`config.mk`:
```
export PLATFORM = sky130hd
export DESIGN_NAME = gregorian_date_add_days_flat
export DESIGN_NICKNAME = d
export VERILOG_FILES = /design/src/design/gdad_pkg.sv /design/src/design/gdad_in_if.sv /design/src/design/gdad_out_if.sv /design/src/design/gdad_datapath.sv /design/src/design/gdad_ctrl.sv /design/src/design/gregorian_date_add_days.sv /design/src/flat_wrapper.sv
export SDC_FILE = /design/constraint.sdc
export NUM_CORES = 1
export LEC_CHECK = 0
export BUFFER_PORTS_ARGS = -buffer_cell sky130_fd_sc_hd__buf_2
export CAP_MARGIN = 20
export CELL_PAD_IN_SITES_DETAIL_PLACEMENT = 1
export CELL_PAD_IN_SITES_GLOBAL_PLACEMENT = 1
export CORE_UTILIZATION = 48
export CTS_CLUSTER_SIZE = 16
export DETAILED_ROUTE_END_ITERATION = 10
export MAX_ROUTING_LAYER = met4
export PLACE_DENSITY = 0.93
export SYNTH_ARGS = -nofsm -noshare
export SYNTH_HDL_FRONTEND = slang
export SYNTH_SLANG_ARGS = --single-unit
```
`constraint.sdc`:
```
create_clock -name clk -period 8.2 [get_ports clk]
set_input_delay 1.64 -clock clk [delete_from_list [all_inputs] [get_ports clk]]
set_output_delay 1.64 -clock clk [all_outputs]
set_load 0.02 [all_outputs]
```
`src/design/gdad_pkg.sv`:
```
`timescale 1ns / 1ps
package gdad_pkg;

  localparam int DAY_COUNT_BITS_DEF = 20;
  localparam int YEAR_W  = 16;
  localparam int MONTH_W = 4;
  localparam int DAY_W   = 5;
  localparam int REM_W   = 9;
  localparam int CENT_W  = 7;

  localparam logic [YEAR_W-1:0]  YEAR_MAX  = 16'hFFFF;
  localparam logic [REM_W-1:0]   YEAR_DAYS = 9'd365;
  localparam int                 CENTURY   = 100;

  // floor(y / 100) == (y * CENT_RECIP) >> CENT_RECIP_SHIFT for every 16-bit y
  localparam logic [YEAR_W:0]    CENT_RECIP       = 17'd83887;
  localparam int                 CENT_RECIP_SHIFT = 23;

  localparam logic [MONTH_W-1:0] MONTH_JAN = 4'd1;
  localparam logic [MONTH_W-1:0] MONTH_FEB = 4'd2;
  localparam logic [MONTH_W-1:0] MONTH_APR = 4'd4;
  localparam logic [MONTH_W-1:0] MONTH_JUN = 4'd6;
  localparam logic [MONTH_W-1:0] MONTH_SEP = 4'd9;
  localparam logic [MONTH_W-1:0] MONTH_NOV = 4'd11;
  localparam logic [MONTH_W-1:0] MONTH_DEC = 4'd12;

  localparam logic [DAY_W-1:0] DAYS_LONG  = 5'd31;
  localparam logic [DAY_W-1:0] DAYS_SHORT = 5'd30;
  localparam logic [DAY_W-1:0] DAYS_FEB   = 5'd28;
  localparam logic [DAY_W-1:0] DAY_FIRST  = 5'd1;

  typedef struct packed {
    logic load;
    logic div_step;
    logic check;
    logic doy_step;
    logic jump;
    logic skip_step;
    logic walk_step;
    logic out_load;
  } gdad_cmd_t;

  typedef struct packed {
    logic bad;
    logic rem_last;
    logic n_ge_rem;
    logic skip_go;
    logic year_max;
    logic walk_done;
    logic out_free;
  } gdad_sts_t;

  function automatic logic [DAY_W-1:0] month_len(input logic [MONTH_W-1:0] m,
                                                 input logic leap);
    logic [DAY_W-1:0] len;
    case (m) inside
      MONTH_FEB: len = DAYS_FEB + {{(DAY_W-1){1'b0}}, leap};
      MONTH_APR, MONTH_JUN, MONTH_SEP, MONTH_NOV: len = DAYS_SHORT;
      default: len = DAYS_LONG;
    endcase
    return len;
  endfunction

endpackage

```
`src/design/gdad_in_if.sv`:
```
`timescale 1ns / 1ps
interface gdad_in_if #(
  parameter int DAY_COUNT_BITS = gdad_pkg::DAY_COUNT_BITS_DEF
);
  logic                          valid;
  logic                          ready;
  logic [gdad_pkg::YEAR_W-1:0]   start_year;
  logic [gdad_pkg::MONTH_W-1:0]  start_month;
  logic [gdad_pkg::DAY_W-1:0]    start_day;
  logic [DAY_COUNT_BITS-1:0]     days_to_add;

  modport source (output valid, start_year, start_month, start_day, days_to_add,
                  input ready);
  modport sink   (input valid, start_year, start_month, start_day, days_to_add,
                  output ready);
endinterface

```
`src/design/gdad_out_if.sv`:
```
`timescale 1ns / 1ps
interface gdad_out_if;
  logic                          valid;
  logic                          ready;
  logic [gdad_pkg::YEAR_W-1:0]   result_year;
  logic [gdad_pkg::MONTH_W-1:0]  result_month;
  logic [gdad_pkg::DAY_W-1:0]    result_day;
  logic                          bad_date;
  logic                          year_overflow;

  modport source (output valid, result_year, result_month, result_day, bad_date,
                  year_overflow, input ready);
  modport sink   (input valid, result_year, result_month, result_day, bad_date,
                  year_overflow, output ready);
endinterface

```
`src/design/gdad_datapath.sv`:
```
`timescale 1ns / 1ps
module gdad_datapath #(
  parameter int DAY_COUNT_BITS = gdad_pkg::DAY_COUNT_BITS_DEF
) (
  input  logic                         clk,
  input  logic                         rst,
  input  logic [gdad_pkg::YEAR_W-1:0]  start_year,
  input  logic [gdad_pkg::MONTH_W-1:0] start_month,
  input  logic [gdad_pkg::DAY_W-1:0]   start_day,
  input  logic [DAY_COUNT_BITS-1:0]    days_to_add,
  input  gdad_pkg::gdad_cmd_t          cmd,
  output gdad_pkg::gdad_sts_t          sts,
  gdad_out_if.source                   answer
);
  import gdad_pkg::*;

  logic [YEAR_W-1:0]         year;
  logic [YEAR_W-1:0]         dq;
  logic [CENT_W-1:0]         pr;
  logic [MONTH_W-1:0]        month;
  logic [MONTH_W-1:0]        sm;
  logic [DAY_W-1:0]          day;
  logic [DAY_COUNT_BITS-1:0] n;
  logic [REM_W-1:0]          rem;
  logic                      bad;
  logic                      ovf;

  logic [2*YEAR_W:0]         q_prod;
  logic [YEAR_W-1:0]         q_start;
  logic [YEAR_W-1:0]         cent_prod;
  logic [YEAR_W-1:0]         yr_rem;
  logic                      leap_cur;
  logic [YEAR_W-1:0]         y1;
  logic [CENT_W-1:0]         r1;
  logic [YEAR_W-1:0]         q1;
  logic                      leap_nxt;
  logic [REM_W-1:0]          ylen_nxt;
  logic [DAY_W-1:0]          mlen_cur;
  logic [DAY_W-1:0]          left;
  logic [DAY_W-1:0]          mlen_sm1;
  logic [MONTH_W-1:0]        sm1;
  logic                      bad_now;
  logic                      n_fits;

  assign q_prod    = (2*YEAR_W+1)'(start_year) * (2*YEAR_W+1)'(CENT_RECIP);
  assign q_start   = YEAR_W'(q_prod >> CENT_RECIP_SHIFT);
  assign cent_prod = dq * YEAR_W'(CENTURY);
  assign yr_rem    = year - cent_prod;

  assign leap_cur = (year[1:0] == 2'b00) && ((pr != '0) || (dq[1:0] == 2'b00));
  assign y1       = year + 1'b1;
  assign r1       = (pr == CENT_W'(CENTURY - 1)) ? '0 : pr + 1'b1;
  assign q1       = (pr == CENT_W'(CENTURY - 1)) ? dq + 1'b1 : dq;
  assign leap_nxt = (y1[1:0] == 2'b00) && ((r1 != '0) || (q1[1:0] == 2'b00));
  assign ylen_nxt = YEAR_DAYS + {{(REM_W-1){1'b0}}, leap_nxt};

  assign mlen_cur = month_len(month, leap_cur);
  assign left     = mlen_cur - day;
  assign sm1      = sm + 1'b1;
  assign mlen_sm1 = month_len(sm1, leap_cur);
  assign n_fits   = n <= DAY_COUNT_BITS'(left);

  assign bad_now = (month < MONTH_JAN) || (month > MONTH_DEC) || (day == '0) ||
                   (day > mlen_cur);

  assign sts.bad       = bad_now;
  assign sts.rem_last  = sm == MONTH_DEC;
  assign sts.n_ge_rem  = n >= DAY_COUNT_BITS'(rem);
  assign sts.skip_go   = n >= DAY_COUNT_BITS'(ylen_nxt);
  assign sts.year_max  = year == YEAR_MAX;
  assign sts.walk_done = (n == '0) || ovf;
  assign sts.out_free  = !answer.valid || answer.ready;

  always_ff @(posedge clk) begin
    if (cmd.load) begin
      year  <= start_year;
      month <= start_month;
      day   <= start_day;
      n     <= days_to_add;
      dq    <= q_start;
      pr    <= '0;
      bad   <= 1'b0;
      ovf   <= 1'b0;
    end
    if (cmd.div_step) begin
      pr <= yr_rem[CENT_W-1:0];
    end
    if (cmd.check) begin
      bad <= bad_now;
      rem <= REM_W'(left);
      sm  <= month;
    end
    if (cmd.doy_step) begin
      sm  <= sm1;
      rem <= rem + REM_W'(mlen_sm1);
    end
    if (cmd.jump) begin
      n     <= n - DAY_COUNT_BITS'(rem);
      month <= MONTH_DEC;
      day   <= DAYS_LONG;
    end
    if (cmd.skip_step) begin
      if (year == YEAR_MAX) begin
        ovf <= 1'b1;
      end else begin
        year <= y1;
        pr   <= r1;
        dq   <= q1;
        n    <= n - DAY_COUNT_BITS'(ylen_nxt);
      end
    end
    if (cmd.walk_step) begin
      if (n_fits) begin
        day <= day + n[DAY_W-1:0];
        n   <= '0;
      end else begin
        n   <= n - DAY_COUNT_BITS'(left) - DAY_COUNT_BITS'(1);
        day <= DAY_FIRST;
        if (month == MONTH_DEC) begin
          month <= MONTH_JAN;
          if (year == YEAR_MAX) begin
            ovf <= 1'b1;
          end else begin
            year <= y1;
            pr   <= r1;
            dq   <= q1;
          end
        end else begin
          month <= month + 1'b1;
        end
      end
    end
  end

  always_ff @(posedge clk) begin
    if (rst) begin
      answer.valid <= 1'b0;
    end else if (cmd.out_load) begin
      answer.valid <= 1'b1;
    end else if (answer.ready) begin
      answer.valid <= 1'b0;
    end
  end

  always_ff @(posedge clk) begin
    if (cmd.out_load) begin
      if (bad) begin
        answer.result_year  <= '0;
        answer.result_month <= MONTH_JAN;
        answer.result_day   <= DAY_FIRST;
      end else if (ovf) begin
        answer.result_year  <= YEAR_MAX;
        answer.result_month <= MONTH_DEC;
        answer.result_day   <= DAYS_LONG;
      end else begin
        answer.result_year  <= year;
        answer.result_month <= month;
        answer.result_day   <= day;
      end
      answer.bad_date      <= bad;
      answer.year_overflow <= ovf && !bad;
    end
  end

endmodule

```
`src/design/gdad_ctrl.sv`:
```
`timescale 1ns / 1ps
module gdad_ctrl (
  input  logic                clk,
  input  logic                rst,
  input  logic                item_valid,
  output logic                item_ready,
  output gdad_pkg::gdad_cmd_t cmd,
  input  gdad_pkg::gdad_sts_t sts
);
  import gdad_pkg::*;

  typedef enum logic [2:0] {
    S_IDLE,
    S_DIV,
    S_CHECK,
    S_DOY,
    S_SKIP,
    S_WALK,
    S_DONE
  } state_t;

  state_t state;
  state_t state_next;

  assign item_ready = state == S_IDLE;

  always_comb begin
    cmd        = '0;
    state_next = state;
    unique case (state)
      S_IDLE: begin
        if (item_valid) begin
          cmd.load   = 1'b1;
          state_next = S_DIV;
        end
      end
      S_DIV: begin
        cmd.div_step = 1'b1;
        state_next   = S_CHECK;
      end
      S_CHECK: begin
        cmd.check  = 1'b1;
        state_next = sts.bad ? S_DONE : S_DOY;
      end
      S_DOY: begin
        if (sts.rem_last) begin
          if (sts.n_ge_rem) begin
            cmd.jump   = 1'b1;
            state_next = S_SKIP;
          end else begin
            state_next = S_WALK;
          end
        end else begin
          cmd.doy_step = 1'b1;
        end
      end
      S_SKIP: begin
        if (sts.skip_go) begin
          cmd.skip_step = 1'b1;
          if (sts.year_max) begin
            state_next = S_DONE;
          end
        end else begin
          state_next = S_WALK;
        end
      end
      S_WALK: begin
        if (sts.walk_done) begin
          state_next = S_DONE;
        end else begin
          cmd.walk_step = 1'b1;
        end
      end
      S_DONE: begin
        if (sts.out_free) begin
          cmd.out_load = 1'b1;
          state_next   = S_IDLE;
        end
      end
      default: state_next = S_IDLE;
    endcase
  end

  always_ff @(posedge clk) begin
    if (rst) begin
      state <= S_IDLE;
    end else begin
      state <= state_next;
    end
  end

endmodule

```
`src/design/gregorian_date_add_days.sv`:
```
`timescale 1ns / 1ps
// Channel  Role    Fields
// query    sink    start_year, start_month, start_day, days_to_add
// answer   source  result_year, result_month, result_day, bad_date, year_overflow
//
// One item at a time, in order: load (year / 100 by reciprocal multiply),
// the year's remainder by 100, a check, summing the rest of the year month
// by month, skipping whole years, walking months, then loading the result.
// Reset is synchronous and clears the controller and the result valid.
// A held result does not block the next item; only the final load waits.
module gregorian_date_add_days #(
  parameter int DAY_COUNT_BITS = gdad_pkg::DAY_COUNT_BITS_DEF
) (
  input  logic       clk,
  input  logic       rst,
  gdad_in_if.sink    query,
  gdad_out_if.source answer
);
  import gdad_pkg::*;

  gdad_cmd_t cmd;
  gdad_sts_t sts;
  logic      item_ready;

  assign query.ready = item_ready;

  gdad_ctrl u_ctrl (
    .clk        (clk),
    .rst        (rst),
    .item_valid (query.valid),
    .item_ready (item_ready),
    .cmd        (cmd),
    .sts        (sts)
  );

  gdad_datapath #(
    .DAY_COUNT_BITS (DAY_COUNT_BITS)
  ) u_datapath (
    .clk         (clk),
    .rst         (rst),
    .start_year  (query.start_year),
    .start_month (query.start_month),
    .start_day   (query.start_day),
    .days_to_add (query.days_to_add),
    .cmd         (cmd),
    .sts         (sts),
    .answer      (answer)
  );

endmodule

```
`src/flat_wrapper.sv`:
```
// flat-port wrapper written by rule: the top's interface ports become plain ports
module gregorian_date_add_days_flat import gdad_pkg::*;
#(
  parameter int DAY_COUNT_BITS = gdad_pkg::DAY_COUNT_BITS_DEF
)
  (clk, rst, query_valid, query_start_year, query_start_month, query_start_day, query_days_to_add, query_ready, answer_valid, answer_result_year, answer_result_month, answer_result_day, answer_bad_date, answer_year_overflow, answer_ready);
  gdad_in_if #(.DAY_COUNT_BITS(DAY_COUNT_BITS)) query_i ();
  gdad_out_if answer_i ();
  input  logic clk;
  input  logic rst;
  input wire logic [$bits(query_i.valid)-1:0] query_valid;
  input wire logic [$bits(query_i.start_year)-1:0] query_start_year;
  input wire logic [$bits(query_i.start_month)-1:0] query_start_month;
  input wire logic [$bits(query_i.start_day)-1:0] query_start_day;
  input wire logic [$bits(query_i.days_to_add)-1:0] query_days_to_add;
  output wire logic [$bits(query_i.ready)-1:0] query_ready;
  output wire logic [$bits(answer_i.valid)-1:0] answer_valid;
  output wire logic [$bits(answer_i.result_year)-1:0] answer_result_year;
  output wire logic [$bits(answer_i.result_month)-1:0] answer_result_month;
  output wire logic [$bits(answer_i.result_day)-1:0] answer_result_day;
  output wire logic [$bits(answer_i.bad_date)-1:0] answer_bad_date;
  output wire logic [$bits(answer_i.year_overflow)-1:0] answer_year_overflow;
  input wire logic [$bits(answer_i.ready)-1:0] answer_ready;
  assign query_i.valid = query_valid;
  assign query_i.start_year = query_start_year;
  assign query_i.start_month = query_start_month;
  assign query_i.start_day = query_start_day;
  assign query_i.days_to_add = query_days_to_add;
  assign query_ready = query_i.ready;
  assign answer_valid = answer_i.valid;
  assign answer_result_year = answer_i.result_year;
  assign answer_result_month = answer_i.result_month;
  assign answer_result_day = answer_i.result_day;
  assign answer_bad_date = answer_i.bad_date;
  assign answer_year_overflow = answer_i.year_overflow;
  assign answer_i.ready = answer_ready;
  gregorian_date_add_days #(.DAY_COUNT_BITS(DAY_COUNT_BITS)) u_core (.clk(clk), .rst(rst), .query(query_i), .answer(answer_i));
endmodule
```
==> metrics.yaml, run 1 <==
status:
  status: "finished, final reports clean"
detailed_routing:
  drtIter0Drc: 732
  route.detailed.drc: 0
  routed.top_layer: "met4"
  met1_length_um: 15100
  drt_pass1_iterations: 5
  met2WireLength_um: 19500
  viasPerCell: 6.07
  dr_wl_met3_um: 2100
  wl_um: 38500
  ant_nets: 0
  via_count: 10300
  wl_per_cell_um: 22.7
global_route:
  grt_pass1_vias: 11200
  antenna_found_initial: 0
  overflow: 0
  grt_pass1_wl_um: 60100
  track_usage: 0.329
  grt_max_degree: 35
setup_path:
  slowest_stage: "fa_1"
  cp_top_family: "adder cells"
  cpPeakStageDelay_ns: 0.58
  cp.arrival_ns: 7.49
  crit_fanout: 6
  crit_top_cell: "fa_1"
  criticalPathCategory: "in2reg"
  path_cells: "buf_2 -> fa_1 -> inv_1 -> fa_1 -> inv_1 -> fa_1 -> fa_1 -> fa_1 -> inv_1 -> fa_1 -> inv_1 -> ha_1 -> nand3_1 -> o221ai_1 -> nor4_1 -> a21oi_1 -> a21oi_1 -> o21bai_1 -> a2111oi_0 -> nor3_1"
  crit_required_ns: 8.43
  endpoint_kind: "flip-flop"
  critPathBufInv: 5
  startpoint_type: "primary input"
logic_synthesis:
  syn_avg_cell_area_um2: 8.79
  synth_cell_type_count: 74
  synth_seq_area_share: 0.216
  synth-edff-count: 46
  async_flop_share: 0
  synthFlopType: "dfxtp_1"
  syn_inst: 1327
  syn_area_um2: 11700
  syn_nets: 1634
  ys_warn_count: 0
  ys_seq_elements: 103
placed_design:
  gp_congestion: 0.939
  dp_hpwl_um: 30500
  portBuffers: 77
  pre_cts_ws_ns: 0.564
clock_network:
  cts_sinks: 103
  cts-root-buf: "clkbuf_16"
  post-cts-setup-buffers: 0
  cts_tree: "yes"
  clk_pin_slew_ns: 0.08
  clkLatencyLatePin_ns: 0.37
  clk_path_buf_depth: 2
  cts_resized: 0
  cts_inserted_buffers: 9
  htreeDepth: 3
  postCtsHoldBufs: 0
floorplan:
  die_w_um: 158
  rows: 56
  core_um2: 23600
  ioPinCount: 78
  die_h_um: 158
  dieArea_um2: 24900
  start_util: 0.494
timing:
  timing.final.crit_share: 0.884
  tns_ns: 0
  slew_violations: 0
  slew_headroom: 0.304
  rsz0062_at_grt: "no"
  max_freq_mhz: 138
  fin_ws_ns: 0.948
  worstMarginPinSlew_ns: 1.04
  setup_violations: 0
  finClkSkew_ns: 0.0104
  hold_viol_final: 0
  min_period_ns: 7.25
  whs_ns: 0.519
power:
  powerDensity_nw_per_um2: 429
  peakVddDrop_mv: 0.180
  power_mw: 5.39
  p_leak_nw: 5.76
final_layout:
  fillCellCount: 2808
  layout-drive-gt1-share: 0.0908
  multi_input_area_um2: 8140
  synthToLayoutAreaGrowth_pct: 7.81
  nNetsFinal: 1678
  final_util: 0.532
  antenna_cells: 0
  seq_area_um2: 2520
min_path:
  hold_class: "reg2reg"
flow_run:
  cap_viol_max_count: 0
routing by layer:
| metal | global-route usage | vias up |
|---|---|---|
| met3 | 0.0452 | 127 |
| met4 | 0.149 | 0 |
| met5 | - | - |
| met2 | 0.569 | 380 |
| met1 | 0.377 | 5125 |
| li1 | - | 4650 |
worst paths after layout:
kind,cells past startpoint,slack [ns],from,endpoint
setup / recovery,20,0.95,query_start_year[13],u_core.u_datapath.dq[4]
hold / removal,1,0.52,u_core.u_datapath.year[14],u_core.u_datapath.year[14]
setup reg to reg,16,1.92,u_core.u_datapath.pr[0],u_core.u_ctrl.state[1]
hold reg to reg,1,0.52,u_core.u_datapath.year[14],u_core.u_datapath.year[14]
per-stage QoR:
| stage | instances | cell area, µm² |
|---|---|---|
| CTS | 1695 | 12600 |
| detailed placement | 1679 | 12300 |
| finish | 1695 | 12600 |
| global route | 1695 | 12600 |
| global placement | 1679 | 12300 |
| floorplan | 1327 | 11700 |
power by group:
part / total (mW) / leakage (nW) / internal (mW) / switching (mW)
Combinational: 3.87 / 4.72 / 1.58 / 2.29
Sequential: 1.08 / 0.901 / 0.753 / 0.324
Clock: 0.443 / 0.139 / 0.214 / 0.229
layout by cell type, fill, tap and decap left out, types with 14 or more instances in the layout:
cell and n:
a21oi_1 92, a31oi_1 14, buf_2 77, dfxtp_1 57, edfxtp_1 46, fa_1 103
ha_1 155, inv_1 209, nand2_1 82, nand3_1 36, nor2_1 116, nor3_1 29
o21ai_0 48, xnor2_1 28, xor2_1 23
state kept, by name, summed over array words and instances (netlist names), 3 cells and up:
name                                   flops
u_core.u_datapath.answer.result_month      4
u_core.u_datapath.dq                       5
u_core.u_datapath.pr                       7
u_core.u_datapath.answer.result_year      16
u_core.u_datapath.year                    16
u_core.u_datapath.rem                      9
u_core.u_datapath.month                    4
u_core.u_datapath.answer.result_day        5
u_core.u_datapath.n                       20
u_core.u_datapath.day                      5
u_core.u_datapath.sm                       4
u_core.u_ctrl.state                        3
area by class of cell:
cell class                      instances  area share
Clock buffer                            9      0.0179
Timing Repair Buffer                   84      0.0348
Multi-Input combinational cell        964       0.647
Tap cell                              319      0.0318
Clock inverter                          7     0.00498
Sequential cell                       103       0.201
Inverter                              209      0.0624
synth_stat cells, types with 7 or more instances:
library cell,n,area (µm²)
a211oi_1,13,97.6
a21o_1,12,90.1
a21oi_1,92,460
a31oi_1,14,87.6
and3_1,8,50.1
buf_2,7,35.0
clkbuf_1,37,139
dfxtp_1,57,1140
edfxtp_1,46,1380
fa_1,103,2060
ha_1,155,1940
inv_1,209,785
mux2i_1,7,70.1
nand2_1,82,308
nand3_1,36,180
nand4_1,13,81.3
nor2_1,116,435
nor3_1,30,150
nor4_1,7,43.8
o211ai_1,12,90.1
o21a_1,10,75.1
o21ai_0,48,240
o21ai_1,11,55.1
o21bai_1,10,75.1
o221ai_1,11,96.3
o22ai_1,9,56.3
or2_2,10,62.6
or3_1,10,62.6
or4_1,7,52.6
xnor2_1,28,245
xor2_1,23,201
logic make-up (layout without fill, tap and decap cells):
kind of cell | Yosys count | count (layout) | share of synthesized area
muxes | 11 | 11 | 0.00987
buffers and inverters | 260 | 309 | 0.0861
xor gates and xnor gates | 51 | 51 | 0.0383
and+or+nand+nor | 348 | 348 | 0.141
adders and majority gates | 258 | 258 | 0.343
AOI/OAI and AO/OA | 296 | 296 | 0.165
DFF | 103 | 103 | 0.216
Note: power is estimated with default switching activity, not from simulation.
==> inputs of run 2 (changes only) <==
--- a/config.mk
+++ b/config.mk
@@ -9,11 +9,12 @@
 export CAP_MARGIN = 20
 export CELL_PAD_IN_SITES_DETAIL_PLACEMENT = 1
 export CELL_PAD_IN_SITES_GLOBAL_PLACEMENT = 1
-export CORE_UTILIZATION = 48
+export CORE_UTILIZATION = 49
 export CTS_CLUSTER_SIZE = 16
 export DETAILED_ROUTE_END_ITERATION = 10
 export MAX_ROUTING_LAYER = met4
-export PLACE_DENSITY = 0.93
+export PLACE_DENSITY = 0.94
 export SYNTH_ARGS = -nofsm -noshare
 export SYNTH_HDL_FRONTEND = slang
+export SYNTH_HIERARCHICAL = 1
 export SYNTH_SLANG_ARGS = --single-unit
==> constraint.sdc (replaced) <==
create_clock -name clk -period 7.1 [get_ports clk]
set_input_delay 1.42 -clock clk [delete_from_list [all_inputs] [get_ports clk]]
set_output_delay 1.42 -clock clk [all_outputs]
set_load 0.02 [all_outputs]
==> metrics.yaml, run 2 <==
min_path:
  hold_class: "reg2reg"  # unchanged
  hold_end: "u_core/u_datapath/year[12]"  # was u_core.u_datapath.year[14]
  holdCritStartpoint: "u_core/u_datapath/year[12]"  # was u_core.u_datapath.year[14]
  holdPathStages: 2  # was 1
setup_path:
  rr_startpoint: "u_core/u_datapath/dq[0]"  # was u_core.u_datapath.pr[0]
  endpoint_kind: "flip-flop"  # unchanged
  crit_required_ns: 7.38  # was 8.43 ns
  startpoint_type: "primary input"  # unchanged
  rr_worst_depth: 19  # was 16
  reg2reg_to: "u_core/u_datapath/n[6]"  # was u_core.u_ctrl.state[1]
  criticalPathCategory: "in2reg"  # unchanged
  reg2reg_slack_ns: 1.16  # was 1.92 ns
  crit_fanout: 3  # was 6
  cp.arrival_ns: 7.19  # was 7.49 ns
  timing.critical_path.from: "query_start_year[13]"  # unchanged
logic_synthesis:
  synth_area_leader_cell: "fa_1"  # unchanged
  syn_area_um2: 11900  # was 11700 µm²
  async_flop_share: 0  # unchanged
  synth_seq_area_share: 0.213  # was 0.216
  synthTopCellsByCount: "inv_1, ha_1, fa_1, nor2_1, a21oi_1"  # was inv_1, ha_1, nor2_1, fa_1, a21oi_1
  ys_seq_elements: 103  # unchanged
  syn_inst: 1323  # was 1327
  syn_nets: 1630  # was 1634
  syn_avg_cell_area_um2: 8.96  # was 8.79 µm²
  synth_cell_type_count: 83  # was 74
  synth-edff-count: 46  # unchanged
  synthTopCellsByArea: "fa_1, ha_1, edfxtp_1, dfxtp_1, inv_1"  # unchanged
  synth.top_cell.area_share: 0.174  # was 0.177
  yosysMostFrequentCell: "inv_1"  # unchanged
  ys_warn_count: 6  # was 0
  synthFlopType: "dfxtp_1"  # unchanged
clock_network:
  postCtsHoldBufs: 0  # unchanged
  clkLatencyLatePin_ns: 0.37  # about the same
  cts_tree: "yes"  # unchanged
  clk_pin_slew_ns: 0.07  # was 0.08 ns
  cts-root-buf: "clkbuf_16"  # unchanged
  cts_sinks: 103  # unchanged
  cts_inserted_buffers: 9  # unchanged
  htreeDepth: 3  # unchanged
  clk_path_buf_depth: 2  # unchanged
placed_design:
  gp_congestion: 0.923  # was 0.939
  dp_hpwl_um: 29700  # was 30500 µm
  placed_area_um2: 12500  # was 12300 µm²
  portBuffers: 77  # unchanged
  dp.cells: 1677  # was 1679
final_layout:
  fin_area_um2: 12800  # was 12600 µm²
  final_common_cell: "inv_1"  # unchanged
  final_cell_mix: "inv_1, ha_1, fa_1"  # was inv_1, ha_1, nor2_1
  largest_register: "u_core/u_datapath/n"  # was u_core.u_datapath.n
  instances_no_fill: 1695  # unchanged
  layout-drive-gt1-share: 0.105  # was 0.0908
  reg_top3: "u_core/u_datapath/n (20), u_core/u_datapath/answer.result_year (16), u_core/u_datapath/year (16)"  # was u_core.u_datapath.n (20), u_core.u_datapath.answer.result_year (16), u_core.u_datapath.year (16)
  largest_reg_flops: 20  # unchanged
  synthToLayoutAreaGrowth_pct: 8.15  # was 7.81%
  nNetsFinal: 1677  # was 1678
status:
  status: "finished, final reports clean"  # unchanged
detailed_routing:
  route.detailed.drc: 0  # unchanged
  drt_pass1_iterations: 6  # was 5
  ant_nets: 0  # unchanged
  drtIter0Drc: 717  # was 732
  via_count: 10300  # about the same
  viasPerCell: 6.08  # was 6.07
  wl_per_cell_um: 22.3  # was 22.7 µm
  wl_um: 37800  # was 38500 µm
timing:
  setup_violations: 0  # unchanged
  tns_ns: 0  # unchanged
  slew_violations: 0  # unchanged
  min_period_ns: 6.91
  slew_headroom: 0.319  # was 0.304
  whs_ns: 0.551  # was 0.519 ns
  worstMarginPinSlew_ns: 1.01  # was 1.04 ns
  max_freq_mhz: 145
  timing.final.crit_share: 0.973
  finClkSkew_ns: 0.0126  # was 0.0104 ns
  hold_viol_final: 0  # unchanged
global_route:
  gr-max-usage-layer: "met2"  # unchanged
  grt_pass1_vias: 11000  # was 11200
  use_met1: 0.388  # was 0.377
  grt_max_degree: 38  # was 35
  met3_usage: 0.0520  # was 0.0452
  grt_pass1_wl_um: 59900  # was 60100 µm
  overflow: 0  # unchanged
  antenna_found_initial: 1  # was 0
  grtUsageMet2: 0.555  # was 0.569
  track_usage: 0.327  # was 0.329
floorplan:
  dieArea_um2: 24800  # was 24900 µm²
  ioPinCount: 78  # unchanged
  start_util: 0.502  # was 0.494
  die_w_um: 158  # about the same
  die_h_um: 158  # about the same
  rows: 56  # unchanged
  core_um2: 23600  # unchanged
flow_run:
  cap_viol_max_count: 0  # unchanged
power:
  power_mw: 6.60  # was 5.39 mW
  powerDensity_nw_per_um2: 514  # was 429 nW/µm²
  p_leak_nw: 5.88  # was 5.76 nW
  peakVddDrop_mv: 0.374  # was 0.180 mV
run 2: changes by cell type after synthesis, sizes merged, moves of 6 or more:
cell / before / now
nor2: 117 / 98
xnor2: 28 / 38
and2: 5 / 14
nand3: 36 / 28
nor3: 31 / 23
a31oi: 15 / 8
o21a: 12 / 5
o21bai: 10 / 3
nand2: 82 / 76
nor3b: 5 / 11
run 2: cell families after synthesis:
family | Yosys count | share of synthesized area
buffers and inverters | 266 | 0.0885
AND/OR/NAND/NOR | 318 | 0.135
flip-flops | 103 | 0.213
multiplexers | 17 | 0.0149
XOR/XNOR | 60 | 0.0443
AO/OA/AOI/OAI | 301 | 0.168
adder cells (fa/ha/maj) | 258 | 0.337
run 2: power breakdown:
part	switching, mW	leakage [nW]	internal, mW
registers	0.393	0.901	0.887
logic	2.78	4.82	1.99
clock network	0.259	0.153	0.282
total	3.44	5.88	3.16
run 2: timing repair:
item / in CTS / in global routing
gates resized for setup: 0 / 3
setup buffers: 0 / 1
endpoints found under the setup margin: 0 / 2
run 2: metal layers:
layer  routed length, µm  vias up  part of all wire
met3                2050      100             0.054
met5                   0        -                 0
li1                    -     4645                 -
met4                1280        0             0.034
met1               15400     5150              0.41
met2               19000      409              0.50
run 2: per-stage QoR:
| step | utilization | setup slack (ns) |
|---|---|---|
| final | 0.543 | 0.189 |
| after global routing | 0.543 | -0.0250 |
| after CTS | 0.542 | 0.115 |
| after detailed placement | 0.529 | -0.247 |
| after global placement | 0.529 | 0.232 |
| after floorplan | - | 0.521 |
run 2: worst max path at each step:
stage	endpoint	slack [ns]	cells past startpoint
finish	u_core/u_datapath/dq[3]	0.19	20
CTS	u_core/u_datapath/dq[3]	0.11	20
global route	u_core/u_datapath/dq[3]	-0.03	20
floorplan	u_core/u_datapath/dq[3]	0.52	19
detailed placement	u_core/u_datapath/dq[3]	-0.25	20
global placement	u_core/u_datapath/dq[3]	0.23	20
run 2: area by class of cell:
| class | count | area [µm²] |
|---|---|---|
| antenna | 1 | 2.50 |
| clock buffer | 9 | 225 |
| clock inverter | 7 | 85.1 |
| fill | 2786 | 10800 |
| inverter | 211 | 792 |
| multi-input combinational | 954 | 8310 |
| sequential | 103 | 2520 |
| tap | 319 | 399 |
| timing repair buffer | 91 | 490 |
run 2: worst max-delay path, stage by stage:
cell      delay (ns)
buf_2           0.12
fa_1            0.59
inv_1           0.16
fa_1            0.54
inv_1           0.06
fa_1            0.52
fa_1            0.53
fa_1            0.55
inv_1           0.06
fa_1            0.53
inv_1           0.05
ha_1            0.28
and4_1          0.22
and2_1          0.21
nand4_1         0.15
o211ai_1        0.21
o211ai_1        0.22
a21boi_2        0.22
mux2_2          0.37
a22oi_1         0.15
